**src/design/blae_pkg.sv**
```systemverilog
// ----------------------------------------------------------------------------
// blae_pkg
// Types and codes shared by the bounded array list engine.
// ----------------------------------------------------------------------------
package blae_pkg;

   localparam int DEPTH_DEFAULT = 16;

   localparam int OP_W     = 3;
   localparam int POS_W    = 5;
   localparam int DATA_W   = 32;
   localparam int STATUS_W = 2;
   localparam int FIDX_W   = 4;
   localparam int COUNT_W  = 5;
   localparam int CAP_W    = 5;

   localparam logic [CAP_W-1:0] CAP_RESET = 5'd16;

   localparam logic [OP_W-1:0] OP_APPEND = 3'd0;
   localparam logic [OP_W-1:0] OP_INSERT = 3'd1;
   localparam logic [OP_W-1:0] OP_EDIT   = 3'd2;
   localparam logic [OP_W-1:0] OP_DELETE = 3'd3;
   localparam logic [OP_W-1:0] OP_FIND   = 3'd4;
   localparam logic [OP_W-1:0] OP_GET    = 3'd5;

   localparam logic [STATUS_W-1:0] ST_OK       = 2'd0;
   localparam logic [STATUS_W-1:0] ST_FULL     = 2'd1;
   localparam logic [STATUS_W-1:0] ST_BADPOS   = 2'd2;
   localparam logic [STATUS_W-1:0] ST_NOTFOUND = 2'd3;

   typedef struct packed {
      logic [OP_W-1:0]          req_type;
      logic [POS_W-1:0]         position;
      logic signed [DATA_W-1:0] data_value;
   } blae_req_type;

   typedef struct packed {
      logic [STATUS_W-1:0]      status;
      logic signed [DATA_W-1:0] read_value;
      logic [FIDX_W-1:0]        found_index;
      logic [COUNT_W-1:0]       entry_count;
      logic                     is_full;
      logic                     is_empty;
   } blae_rsp_type;

endpackage

```
**src/design/blae_ram.sv**
```systemverilog
// ----------------------------------------------------------------------------
// blae_ram
// Generic simple dual-port RAM, one write and one registered read per cycle.
// ----------------------------------------------------------------------------
module blae_ram #(
   parameter int WIDTH = 32,
   parameter int DEPTH = 16
) (
   input  logic                     clock,
   input  logic                     wr_en,
   input  logic [$clog2(DEPTH)-1:0] wr_addr,
   input  logic [WIDTH-1:0]         wr_data,
   input  logic [$clog2(DEPTH)-1:0] rd_addr,
   output logic [WIDTH-1:0]         rd_data
);

   logic [WIDTH-1:0] mem_ff [DEPTH];
   logic [WIDTH-1:0] rd_data_ff;

   always_ff @(posedge clock) begin
      if (wr_en) begin
         mem_ff[wr_addr] <= wr_data;
      end
      rd_data_ff <= mem_ff[rd_addr];
   end

   assign rd_data = rd_data_ff;

endmodule

```
**src/design/bounded_array_list_engine.sv**
```systemverilog
// ----------------------------------------------------------------------------
// bounded_array_list_engine
// Bounded ordered list of signed words with append, insert, edit, delete,
// find and get, built on one RAM and a small sequencer.
// ----------------------------------------------------------------------------
// Start is taken when busy is low; each item yields exactly one result, shown
// for one cycle under rsp_valid, and the receiver must take it then since it
// cannot stall. Append, edit, tail insert, last-entry delete, rejected items
// and unused codes finish at accept and strobe in the next cycle; get waits
// in S_GET, find scans in S_FIND, insert shifts in S_INS then writes in
// S_INS_LAST, and delete shifts in S_DEL. The list RAM has one read port and
// one write port, so insert, delete and find move through one entry per
// cycle. A new item may start in the cycle its predecessor's result is shown.
module bounded_array_list_engine
   import blae_pkg::*;
#(
   parameter int DEPTH = DEPTH_DEFAULT
) (
   input  logic              clock,
   input  logic              reset,
   input  logic              start,
   output logic              busy,
   input  blae_req_type      req_data,
   output logic              rsp_valid,
   output blae_rsp_type      rsp_data,
   input  logic              csr_we,
   input  logic [CAP_W-1:0]  csr_wdata
);

   localparam int IDX_W = $clog2(DEPTH);
   localparam int CNT_W = $clog2(DEPTH + 1);
   localparam int CMP_W = (CNT_W > POS_W) ? CNT_W : POS_W;

   localparam logic [2:0] S_IDLE     = 3'd0;
   localparam logic [2:0] S_INS      = 3'd1;
   localparam logic [2:0] S_INS_LAST = 3'd2;
   localparam logic [2:0] S_DEL      = 3'd3;
   localparam logic [2:0] S_FIND     = 3'd4;
   localparam logic [2:0] S_GET      = 3'd5;

   logic [2:0]         state_ff, state_in;
   logic [CNT_W-1:0]   count_ff, count_in;
   logic [IDX_W-1:0]   idx_ff, idx_in;
   logic [IDX_W-1:0]   pos_ff, pos_in;
   logic [DATA_W-1:0]  val_ff, val_in;
   logic [CAP_W-1:0]   cap_ff;
   logic               rsp_valid_ff, rsp_valid_in;
   blae_rsp_type       rsp_ff, rsp_in;

   logic               ram_we;
   logic [IDX_W-1:0]   ram_waddr, ram_raddr;
   logic [DATA_W-1:0]  ram_wdata, ram_rdata;

   logic [CMP_W-1:0]   pos_ext, cnt_ext, cap_raw, cap_eff, fin_ext;
   logic [IDX_W-1:0]   pos_a, cnt_a, last_a;
   logic               full_now;
   logic               fin;
   logic [STATUS_W-1:0] fin_status;
   logic [DATA_W-1:0]  fin_rd;
   logic [IDX_W-1:0]   fin_idx;
   logic [CNT_W-1:0]   fin_count;
   logic [CMP_W-1:0]   fin_idx_ext;

   blae_ram #(
      .WIDTH (DATA_W),
      .DEPTH (DEPTH)
   ) u_ram (
      .clock   (clock),
      .wr_en   (ram_we),
      .wr_addr (ram_waddr),
      .wr_data (ram_wdata),
      .rd_addr (ram_raddr),
      .rd_data (ram_rdata)
   );

   assign pos_ext  = CMP_W'(req_data.position);
   assign cnt_ext  = CMP_W'(count_ff);
   assign cap_raw  = CMP_W'(cap_ff);
   assign cap_eff  = (cap_raw > CMP_W'(DEPTH)) ? CMP_W'(DEPTH) : cap_raw;
   assign full_now = (cnt_ext >= cap_eff);
   assign pos_a    = pos_ext[IDX_W-1:0];
   assign cnt_a    = cnt_ext[IDX_W-1:0];
   assign last_a   = cnt_a - 1'b1;

   always_comb begin
      state_in   = state_ff;
      count_in   = count_ff;
      idx_in     = idx_ff;
      pos_in     = pos_ff;
      val_in     = val_ff;
      ram_we     = 1'b0;
      ram_waddr  = '0;
      ram_wdata  = val_ff;
      ram_raddr  = '0;
      fin        = 1'b0;
      fin_status = ST_OK;
      fin_rd     = '0;
      fin_idx    = '0;
      fin_count  = count_ff;

      case (state_ff)
         S_IDLE: begin
            if (start) begin
               pos_in = pos_a;
               val_in = req_data.data_value;
               case (req_data.req_type)
                  OP_APPEND: begin
                     fin = 1'b1;
                     if (full_now) begin
                        fin_status = ST_FULL;
                     end else begin
                        ram_we    = 1'b1;
                        ram_waddr = cnt_a;
                        ram_wdata = req_data.data_value;
                        fin_count = count_ff + 1'b1;
                     end
                  end
                  OP_INSERT: begin
                     if (pos_ext > cnt_ext) begin
                        fin        = 1'b1;
                        fin_status = ST_BADPOS;
                     end else if (full_now) begin
                        fin        = 1'b1;
                        fin_status = ST_FULL;
                     end else if (pos_ext == cnt_ext) begin
                        fin       = 1'b1;
                        ram_we    = 1'b1;
                        ram_waddr = cnt_a;
                        ram_wdata = req_data.data_value;
                        fin_count = count_ff + 1'b1;
                     end else begin
                        idx_in    = last_a;
                        ram_raddr = last_a;
                        state_in  = S_INS;
                     end
                  end
                  OP_EDIT: begin
                     fin = 1'b1;
                     if (pos_ext >= cnt_ext) begin
                        fin_status = ST_BADPOS;
                     end else begin
                        ram_we    = 1'b1;
                        ram_waddr = pos_a;
                        ram_wdata = req_data.data_value;
                     end
                  end
                  OP_DELETE: begin
                     if (pos_ext >= cnt_ext) begin
                        fin        = 1'b1;
                        fin_status = ST_BADPOS;
                     end else if (pos_a == last_a) begin
                        fin       = 1'b1;
                        fin_count = count_ff - 1'b1;
                     end else begin
                        idx_in    = pos_a + 1'b1;
                        ram_raddr = pos_a + 1'b1;
                        state_in  = S_DEL;
                     end
                  end
                  OP_FIND: begin
                     if (count_ff == '0) begin
                        fin        = 1'b1;
                        fin_status = ST_NOTFOUND;
                     end else begin
                        idx_in    = '0;
                        ram_raddr = '0;
                        state_in  = S_FIND;
                     end
                  end
                  OP_GET: begin
                     if (pos_ext >= cnt_ext) begin
                        fin        = 1'b1;
                        fin_status = ST_BADPOS;
                     end else begin
                        ram_raddr = pos_a;
                        state_in  = S_GET;
                     end
                  end
                  default: begin
                     fin = 1'b1;
                  end
               endcase
            end
         end
         S_INS: begin
            ram_we    = 1'b1;
            ram_waddr = idx_ff + 1'b1;
            ram_wdata = ram_rdata;
            if (idx_ff == pos_ff) begin
               state_in = S_INS_LAST;
            end else begin
               idx_in    = idx_ff - 1'b1;
               ram_raddr = idx_ff - 1'b1;
            end
         end
         S_INS_LAST: begin
            ram_we    = 1'b1;
            ram_waddr = pos_ff;
            ram_wdata = val_ff;
            fin       = 1'b1;
            fin_count = count_ff + 1'b1;
            state_in  = S_IDLE;
         end
         S_DEL: begin
            ram_we    = 1'b1;
            ram_waddr = idx_ff - 1'b1;
            ram_wdata = ram_rdata;
            if (idx_ff == last_a) begin
               fin       = 1'b1;
               fin_count = count_ff - 1'b1;
               state_in  = S_IDLE;
            end else begin
               idx_in    = idx_ff + 1'b1;
               ram_raddr = idx_ff + 1'b1;
            end
         end
         S_FIND: begin
            if (ram_rdata == val_ff) begin
               fin      = 1'b1;
               fin_idx  = idx_ff;
               state_in = S_IDLE;
            end else if (idx_ff == last_a) begin
               fin        = 1'b1;
               fin_status = ST_NOTFOUND;
               state_in   = S_IDLE;
            end else begin
               idx_in    = idx_ff + 1'b1;
               ram_raddr = idx_ff + 1'b1;
            end
         end
         S_GET: begin
            fin      = 1'b1;
            fin_rd   = ram_rdata;
            state_in = S_IDLE;
         end
         default: begin
            state_in = S_IDLE;
         end
      endcase

      if (fin) begin
         count_in = fin_count;
      end
   end

   assign fin_ext     = CMP_W'(fin_count);
   assign fin_idx_ext = CMP_W'(fin_idx);

   always_comb begin
      rsp_in             = rsp_ff;
      rsp_valid_in       = fin;
      if (fin) begin
         rsp_in.status      = fin_status;
         rsp_in.read_value  = fin_rd;
         rsp_in.found_index = fin_idx_ext[FIDX_W-1:0];
         rsp_in.entry_count = fin_ext[COUNT_W-1:0];
         rsp_in.is_full     = (fin_ext >= cap_eff);
         rsp_in.is_empty    = (fin_count == '0);
      end
   end

   always_ff @(posedge clock) begin
      if (reset) begin
         state_ff     <= S_IDLE;
         count_ff     <= '0;
         cap_ff       <= CAP_RESET;
         rsp_valid_ff <= 1'b0;
      end else begin
         state_ff     <= state_in;
         count_ff     <= count_in;
         rsp_valid_ff <= rsp_valid_in;
         if (csr_we) begin
            cap_ff <= csr_wdata;
         end
      end
      idx_ff <= idx_in;
      pos_ff <= pos_in;
      val_ff <= val_in;
      rsp_ff <= rsp_in;
   end

   assign busy      = (state_ff != S_IDLE);
   assign rsp_valid = rsp_valid_ff;
   assign rsp_data  = rsp_ff;

   a_count_bound: assert property (@(posedge clock) disable iff (reset)
      CMP_W'(count_ff) <= CMP_W'(DEPTH))
      else $error("entry count above depth");

   a_accept_progress: assert property (@(posedge clock) disable iff (reset)
      (start && !busy) |=> (rsp_valid || busy))
      else $error("accepted item neither answered nor in progress");

   a_no_strobe_busy: assert property (@(posedge clock) disable iff (reset)
      busy |-> !rsp_valid)
      else $error("result strobe while sequencer busy");

   a_count_step: assert property (@(posedge clock) disable iff (reset)
      (count_ff == $past(count_ff)) || (count_ff == $past(count_ff) + 1'b1) ||
      (count_ff + 1'b1 == $past(count_ff)))
      else $error("entry count moved by more than one");

   a_count_with_rsp: assert property (@(posedge clock) disable iff (reset)
      (count_ff != $past(count_ff)) |-> rsp_valid)
      else $error("entry count changed without a result");

endmodule
```
**config.mk**
```make
export PLATFORM = sky130hd
export DESIGN_NAME = bounded_array_list_engine
export DESIGN_NICKNAME = d
export VERILOG_FILES = /design/src/design/blae_pkg.sv /design/src/design/blae_ram.sv /design/src/design/bounded_array_list_engine.sv
export SDC_FILE = /design/constraint.sdc
export NUM_CORES = 1
export LEC_CHECK = 0
export BUFFER_PORTS_ARGS = -buffer_cell sky130_fd_sc_hd__buf_2
export CORE_MARGIN = 3
export CORE_UTILIZATION = 45
export CTS_CLUSTER_SIZE = 24
export DETAILED_ROUTE_END_ITERATION = 8
export PLACE_DENSITY = 0.61
export SYNTH_ARGS = -nofsm -noshare
export SYNTH_HDL_FRONTEND = slang
export SYNTH_HIERARCHICAL = 1
export SYNTH_SLANG_ARGS = --single-unit
```
**constraint.sdc**
```tcl
create_clock -name clock -period 13.3 [get_ports clock]
set_clock_uncertainty 0.2 [all_clocks]
set_input_delay 1.995 -clock clock [delete_from_list [all_inputs] [get_ports clock]]
set_output_delay 1.995 -clock clock [all_outputs]
set_load 0.01 [all_outputs]
```
After elaboration in Yosys (flattened, before gate mapping)
Memory sizes are Yosys's and may differ from the RTL's. A register that Yosys moved wholly into a read port is not among the register bits. Index checks and enable logic that the tools add are counted.

RAM bits: 512. Logic and storage cells: 160. Register bits: 99. Memories: 1. Output and inout port bits: 47. Input bits: 49.

Reductions and logical operators: 14. Add/subtract/negate cells: 6. Equality and inequality tests: 28. Multiplexer cells: 93. Magnitude comparators: 5.

Memories: u_ram.mem_ff (words 16, bits a word 32, read ports 1, clocked after Yosys merged registers in 1, write ports 1, RTL line blae_ram.sv:17) `logic [WIDTH-1:0] mem_ff [DEPTH];`.

Operators by type and width (number): $mux W32 (6); $mux W4 (25); $pmux W32 S3 (1); $pmux W32 S2 (1); $pmux W4 S4 (3); $mux W5 (9); $pmux W4 S3 (3); $mux W3 (11); $eq A32 B32 Y1 (1); $pmux W5 S3 (2); $pmux W3 S4 (2); $ne A3 B3 Y1 const B (7); $mux W1 (18); $ge A5 B5 Y1 (3); $eq A3 B2 Y1 const B (4); $eq A3 B3 Y1 const B (4); $eq A4 B4 Y1 (3); $mux W2 (6); $reduce_and A11 Y1 (1); $logic_not A5 Y1 (2); $reduce_and A10 Y1 (1); $add A4 B1 Y4 const B (2); $ne A2 B2 Y1 const B (4); $pmux W1 S4 (2); 19 further kinds (25).

Longest topological paths before layout
Depth after elaboration: 10. Mapped depth: 20. Depth with buffers taken out: 19.

Hierarchy
Netlist, hierarchy kept.

Modules (own cells, without submodules): blae_ram (sequential area each 16015.4 um^2, area an instance 19835.3 um^2, cells an instance 838, times used 1); bounded_array_list_engine (sequential area each 2832.7 um^2, area an instance 6312.3 um^2, cells an instance 638, times used 1).

Worst setup path after synthesis
No wires, ideal clock.

Kind: input -> register. Start: in req_data[35] in the netlist's numbering. End: mem u_ram.mem_ff[0][0] (enable). Arrival time: 6.348 ns. Setup time: 0.461 ns. Cell stages on the path: 10. Buffers on the path: 1. Setup slack: 6.291 ns. Required time: 12.639 ns. Cell sequence: ha_1 > a21o_1 > a21oi_1 > o21ai_0 > clkbuf_1 > nor3b_1 > o21ai_0 > a21oi_1 > or3b_2 > nor3_1.

Cells in the longest elaborated chain, start to end: 9. Elaborated cells on any way between the ends: 19. Those cells by class: order compare (2); eq/ne (1); mux (16).

RTL lines: from (decl) (RTL line bounded_array_list_engine.sv:23) `input blae_req_type req_data,`; $eq A5 B5 Y1 (RTL line bounded_array_list_engine.sv:125) `end else if (pos_ext == cnt_ext) begin`; $mux W1 (RTL line bounded_array_list_engine.sv:125); $mux W1 (RTL line bounded_array_list_engine.sv:122) `end else if (full_now) begin`; $mux W1 (RTL line bounded_array_list_engine.sv:119) `if (pos_ext > cnt_ext) begin`; $pmux W1 S3 * (RTL line bounded_array_list_engine.sv:106) `case (req_data.req_type)`; $mux W1 * (RTL line bounded_array_list_engine.sv:103) `if (start) begin`; $pmux W1 S2 * (RTL line bounded_array_list_engine.sv:101) `case (state_ff)`; named net ram_we (RTL line bounded_array_list_engine.sv:50) `logic ram_we;`; $mux W1 * (RTL line blae_ram.sv:21) `if (wr_en) begin`; $mux W1 (implied by the code) * (RTL line blae_ram.sv:22) `mem_ff[wr_addr] <= wr_data;`; to (decl) (RTL line blae_ram.sv:17).

Mark *: on every way through the listed nets, which the timed path passes. The rest lies on a longest branch.

Worst setup path in the final report
Start: in req_data[37] in the netlist's numbering. End: reg u_ram.rd_data_ff[14] (netlist: u_ram/rd_data[14]), read port of u_ram.mem_ff.

Cells in the longest elaborated chain, start to end: 4. Elaborated cells on any way between the ends: 6. Those cells by class: eq/ne (3); mux (3).

RTL lines: $eq A3 B3 Y1 (tied with other cells) (RTL line bounded_array_list_engine.sv:106); $pmux W4 S3 * (RTL line bounded_array_list_engine.sv:106); $mux W4 * (RTL line bounded_array_list_engine.sv:103); $pmux W4 S4 * (RTL line bounded_array_list_engine.sv:101); named net ram_raddr[1] (RTL line bounded_array_list_engine.sv:51) `logic [IDX_W-1:0] ram_waddr, ram_raddr;`; to (decl) (RTL line blae_ram.sv:18) `logic [WIDTH-1:0] rd_data_ff;`.

Marks and branches as above. A chain may end at the register's enable or synchronous reset.

==> qor.json <==
{
  "worstPathCellList": "buf_2 > nor2b_1 > nand2b_1 > a311oi_1 > nand2_1 > nor2_1 > a221oi_1 > o21ai_4 > buf_4 > buf_4 > mux4_2 > a22oi_1 > nand2_1",
  "post-route-worst-setup-slack_ns": 6.89,
  "grt_setup_unrepaired": "no",
  "worst_path_largest_cell_delay_ns": 1.00,
  "grt_pass1_vias": 14580,
  "timing.critical_path.fanout_max": 72,
  "clk_transition_reported_paths_ns": 0.06,
  "track_usage": 0.225,
  "final_cycle_share": 0.482,
  "core_area_mm2": 0.0569,
  "num-nets-final": 1668,
  "report.final.setup_viol": 0,
  "critical_path.endpoint_type": "register",
  "drt.antenna.violating_nets": 0,
  "synth-warning-count": 6,
  "p_sw_mw": 1.51,
  "cts_root_buffer": "sky130_fd_sc_hd__clkbuf_16",
  "timing.setup.tns_ns": 0,
  "ctsHoldBuffers": 0,
  "final_period_minus_worst_setup_slack_ns": 6.41,
  "floorplan.die.width_um": 247,
  "routabilityCongestion": 0.908,
  "std_cell_rows": 87,
  "yosysSeqAreaShare": 0.721,
  "netSwitchingFraction": 0.279,
  "detail_route.drc_violations": 0,
  "layout_common_cells": "sky130_fd_sc_hd__edfxtp_1 (597), sky130_fd_sc_hd__mux4_2 (128), sky130_fd_sc_hd__buf_2 (95)",
  "comb_power_share": 0.179,
  "start_kind": "input pin",
  "result_of_the_run": "finished clean",
  "area_delta_synth_final_pct": 14.0,
  "min-delay-path-class": "reg2reg",
  "final_layout_size_suffix_gt1_frac": 0.241,
  "slew-limit-headroom": 0.203,
  "syn_area_per_cell_um2": 17.7,
  "clock-sinks": 643,
  "drt_wl_total_um": 67900,
  "synth_top_flop_cell": "sky130_fd_sc_hd__edfxtp_1",
  "power-per-cell-area_mw_per_mm2": 181,
  "number_of_antenna_violations_at_the_first_check_in_global_routing": 0,
  "power.internal_mw": 3.90,
  "timing_worst_slew_pin_value_ns": 1.18,
  "worst_ep_required_time_ns": 13.58,
  "post_drt_wl_per_cell_um": 28.2,
  "ys_async_sr_fraction": 0,
  "first_iter_violations": 1708,
  "power_mw": 5.41,
  "synth_area_mm2": 0.0261,
  "netlist-cell-type-count": 70,
  "grt_first_pass_wirelength_um": 99100,
  "cts-resized-gates": 0,
  "yosys_register_bits": 643,
  "maximum_number_of_pins_on_one_net_before_global_route_repair": 73,
  "detailedRoute.firstPassIterationCount": 6,
  "grt_overflow_total": 0,
  "yosysTopAreaCellShare": 0.686,
  "crit_path_top_delay_cell": "sky130_fd_sc_hd__buf_4",
  "leakagePower_nw": 9.84,
  "htreeDepth": 3,
  "postSynthCellCount": 1476,
  "synth-edff-count": 597,
  "die_area_mm2": 0.0610,
  "crit_type": "in2reg",
  "critical_path.n_buffers_inverters": 3,
  "sequentialPowerShare": 0.486,
  "floorplan.initialDensity": 0.459,
  "dp_cells": 2284,
  "synth_largest_area_cell": "sky130_fd_sc_hd__edfxtp_1",
  "report.final.hold_viol_count": 0,
  "report.final.slew_viol_count": 0,
  "numPortBuffers": 95,
  "cp_data_arrival_time_ns": 6.69,
  "worst_path_dominant_cell_family": "buffers and inverters",
  "clock_power_share": 0.335,
  "insertedDiodeCount": 0,
  "cts_buffers": 66,
  "pre_cts_slack_ns": 6.36,
  "floorplan.io_pins": 96,
  "cts_tree": "done",
  "fillCellCount": 4568,
  "clock_insertion_delay_worst_skew_ns": 0.61,
  "chipHeight_um": 247,
  "ir_worst_vdd_mv": 0.137,
  "synthTopCellsByArea": "sky130_fd_sc_hd__edfxtp_1 (69%), sky130_fd_sc_hd__mux4_2 (11%), sky130_fd_sc_hd__dfxtp_1 (3.5%)",
  "max_freq_mhz": 156,
  "viasPerCell": 6.08,
  "postCtsSetupRepairBufs": 0,
  "finish.cell_count_without_fillers": 2406,
  "cts.path.max_buffers": 3,
  "timing.max_cap.violations": 0,
  "place.detailed.hpwl_um": 37900,
  "routed-via-count": 14621,
  "layout.cells.most_common": "sky130_fd_sc_hd__edfxtp_1",
  "syn_nets": 1548
}
flip-flops by register name, indices dropped and copies added, names as in the netlist:
register,cells
u_ram/mem_ff,512
rsp_data,45
u_ram/rd_data,32
val_ff,32
cap_ff,5
cnt_ext,5
idx_ff,4
pos_ff,4
state_ff,3
rsp_valid,1
final timing paths:
check / cells past startpoint / slack [ns] / startpoint / to
hold / removal: 2 / 0.31 / cap_ff[0]$_SDFFE_PP0P_ / cap_ff[0]$_SDFFE_PP0P_
hold reg to reg: 2 / 0.31 / cap_ff[0]$_SDFFE_PP0P_ / cap_ff[0]$_SDFFE_PP0P_
setup reg to reg: 13 / 7.42 / cnt_ext[1]$_SDFFE_PP0P_ / u_ram/rd_data[19]$_DFF_P_
setup / recovery: 13 / 6.89 / req_data[37] / u_ram/rd_data[14]$_DFF_P_
area by class of cell:
cell class              instances  area (um2)  share of cell area
repair buffers                130         738              0.0248
well taps                     756         946              0.0317
inverters                      61         229             0.00768
clock buffers                  81        1750              0.0587
clock inverters                41         384              0.0129
flip-flops and latches        643       18800               0.632
multi-input cells             694        6910               0.232
metal layers:
metal	part of all wire	up-vias	track usage	wire, um
met4	0.026	0	0.0635	1770
met2	0.48	626	0.364	32800
met5	0	-	0	0
met1	0.42	7665	0.320	28300
met3	0.075	125	0.0358	5100
li1	-	6205	-	-
synth_stat cells, types with 23 or more instances:
library cell,count
sky130_fd_sc_hd__clkbuf_1,47
sky130_fd_sc_hd__xnor2_1,44
sky130_fd_sc_hd__a22oi_1,71
sky130_fd_sc_hd__edfxtp_1,597
sky130_fd_sc_hd__ha_1,23
sky130_fd_sc_hd__a21oi_1,30
sky130_fd_sc_hd__a222oi_1,32
sky130_fd_sc_hd__o21ai_0,28
sky130_fd_sc_hd__nand2_1,79
sky130_fd_sc_hd__nor2_1,40
sky130_fd_sc_hd__dfxtp_1,46
sky130_fd_sc_hd__and2_1,38
sky130_fd_sc_hd__mux4_2,128
sky130_fd_sc_hd__inv_1,60
cells by family (layout without fill, tap and decap cells):
kind of cell    count (synthesis)  in the layout  share of synthesized area
flops                         643            643                      0.721
simple gates                  251            251                     0.0492
compound gates                229            229                     0.0648
buf+inv                       139            313                     0.0219
mux                           135            135                      0.113
xor+xnor                       56             56                     0.0193
fa+ha+maj                      23             23                     0.0110
metrics by stage:
step,cell area [um2],util,hold WS (ns)
CTS,29800,0.523,0.319
detailed placement,27700,0.486,0.299
floorplan,26100,-,0.252
global placement,27700,0.486,0.298
global route,29800,0.523,0.359
finish,29800,0.523,0.314
worst min-delay path, delay by kind of cell, from the launching register on:
family | cells | cell delay (ns)
muxes | 1 | 0.07
and+or+nand+nor | 1 | 0.07
DFF | 1 | 0.33
power groups by stage:
stage,sequential (mW),clock [mW],combinational [mW]
final,2.63,1.81,0.967
after global routing,2.64,1.93,1.05
after CTS,2.63,1.85,0.977
after detailed placement,2.67,0,0.974
after global placement,2.67,0,0.957
after floorplan,2.64,0,0.633
Note: power is estimated with default switching activity, not from simulation.
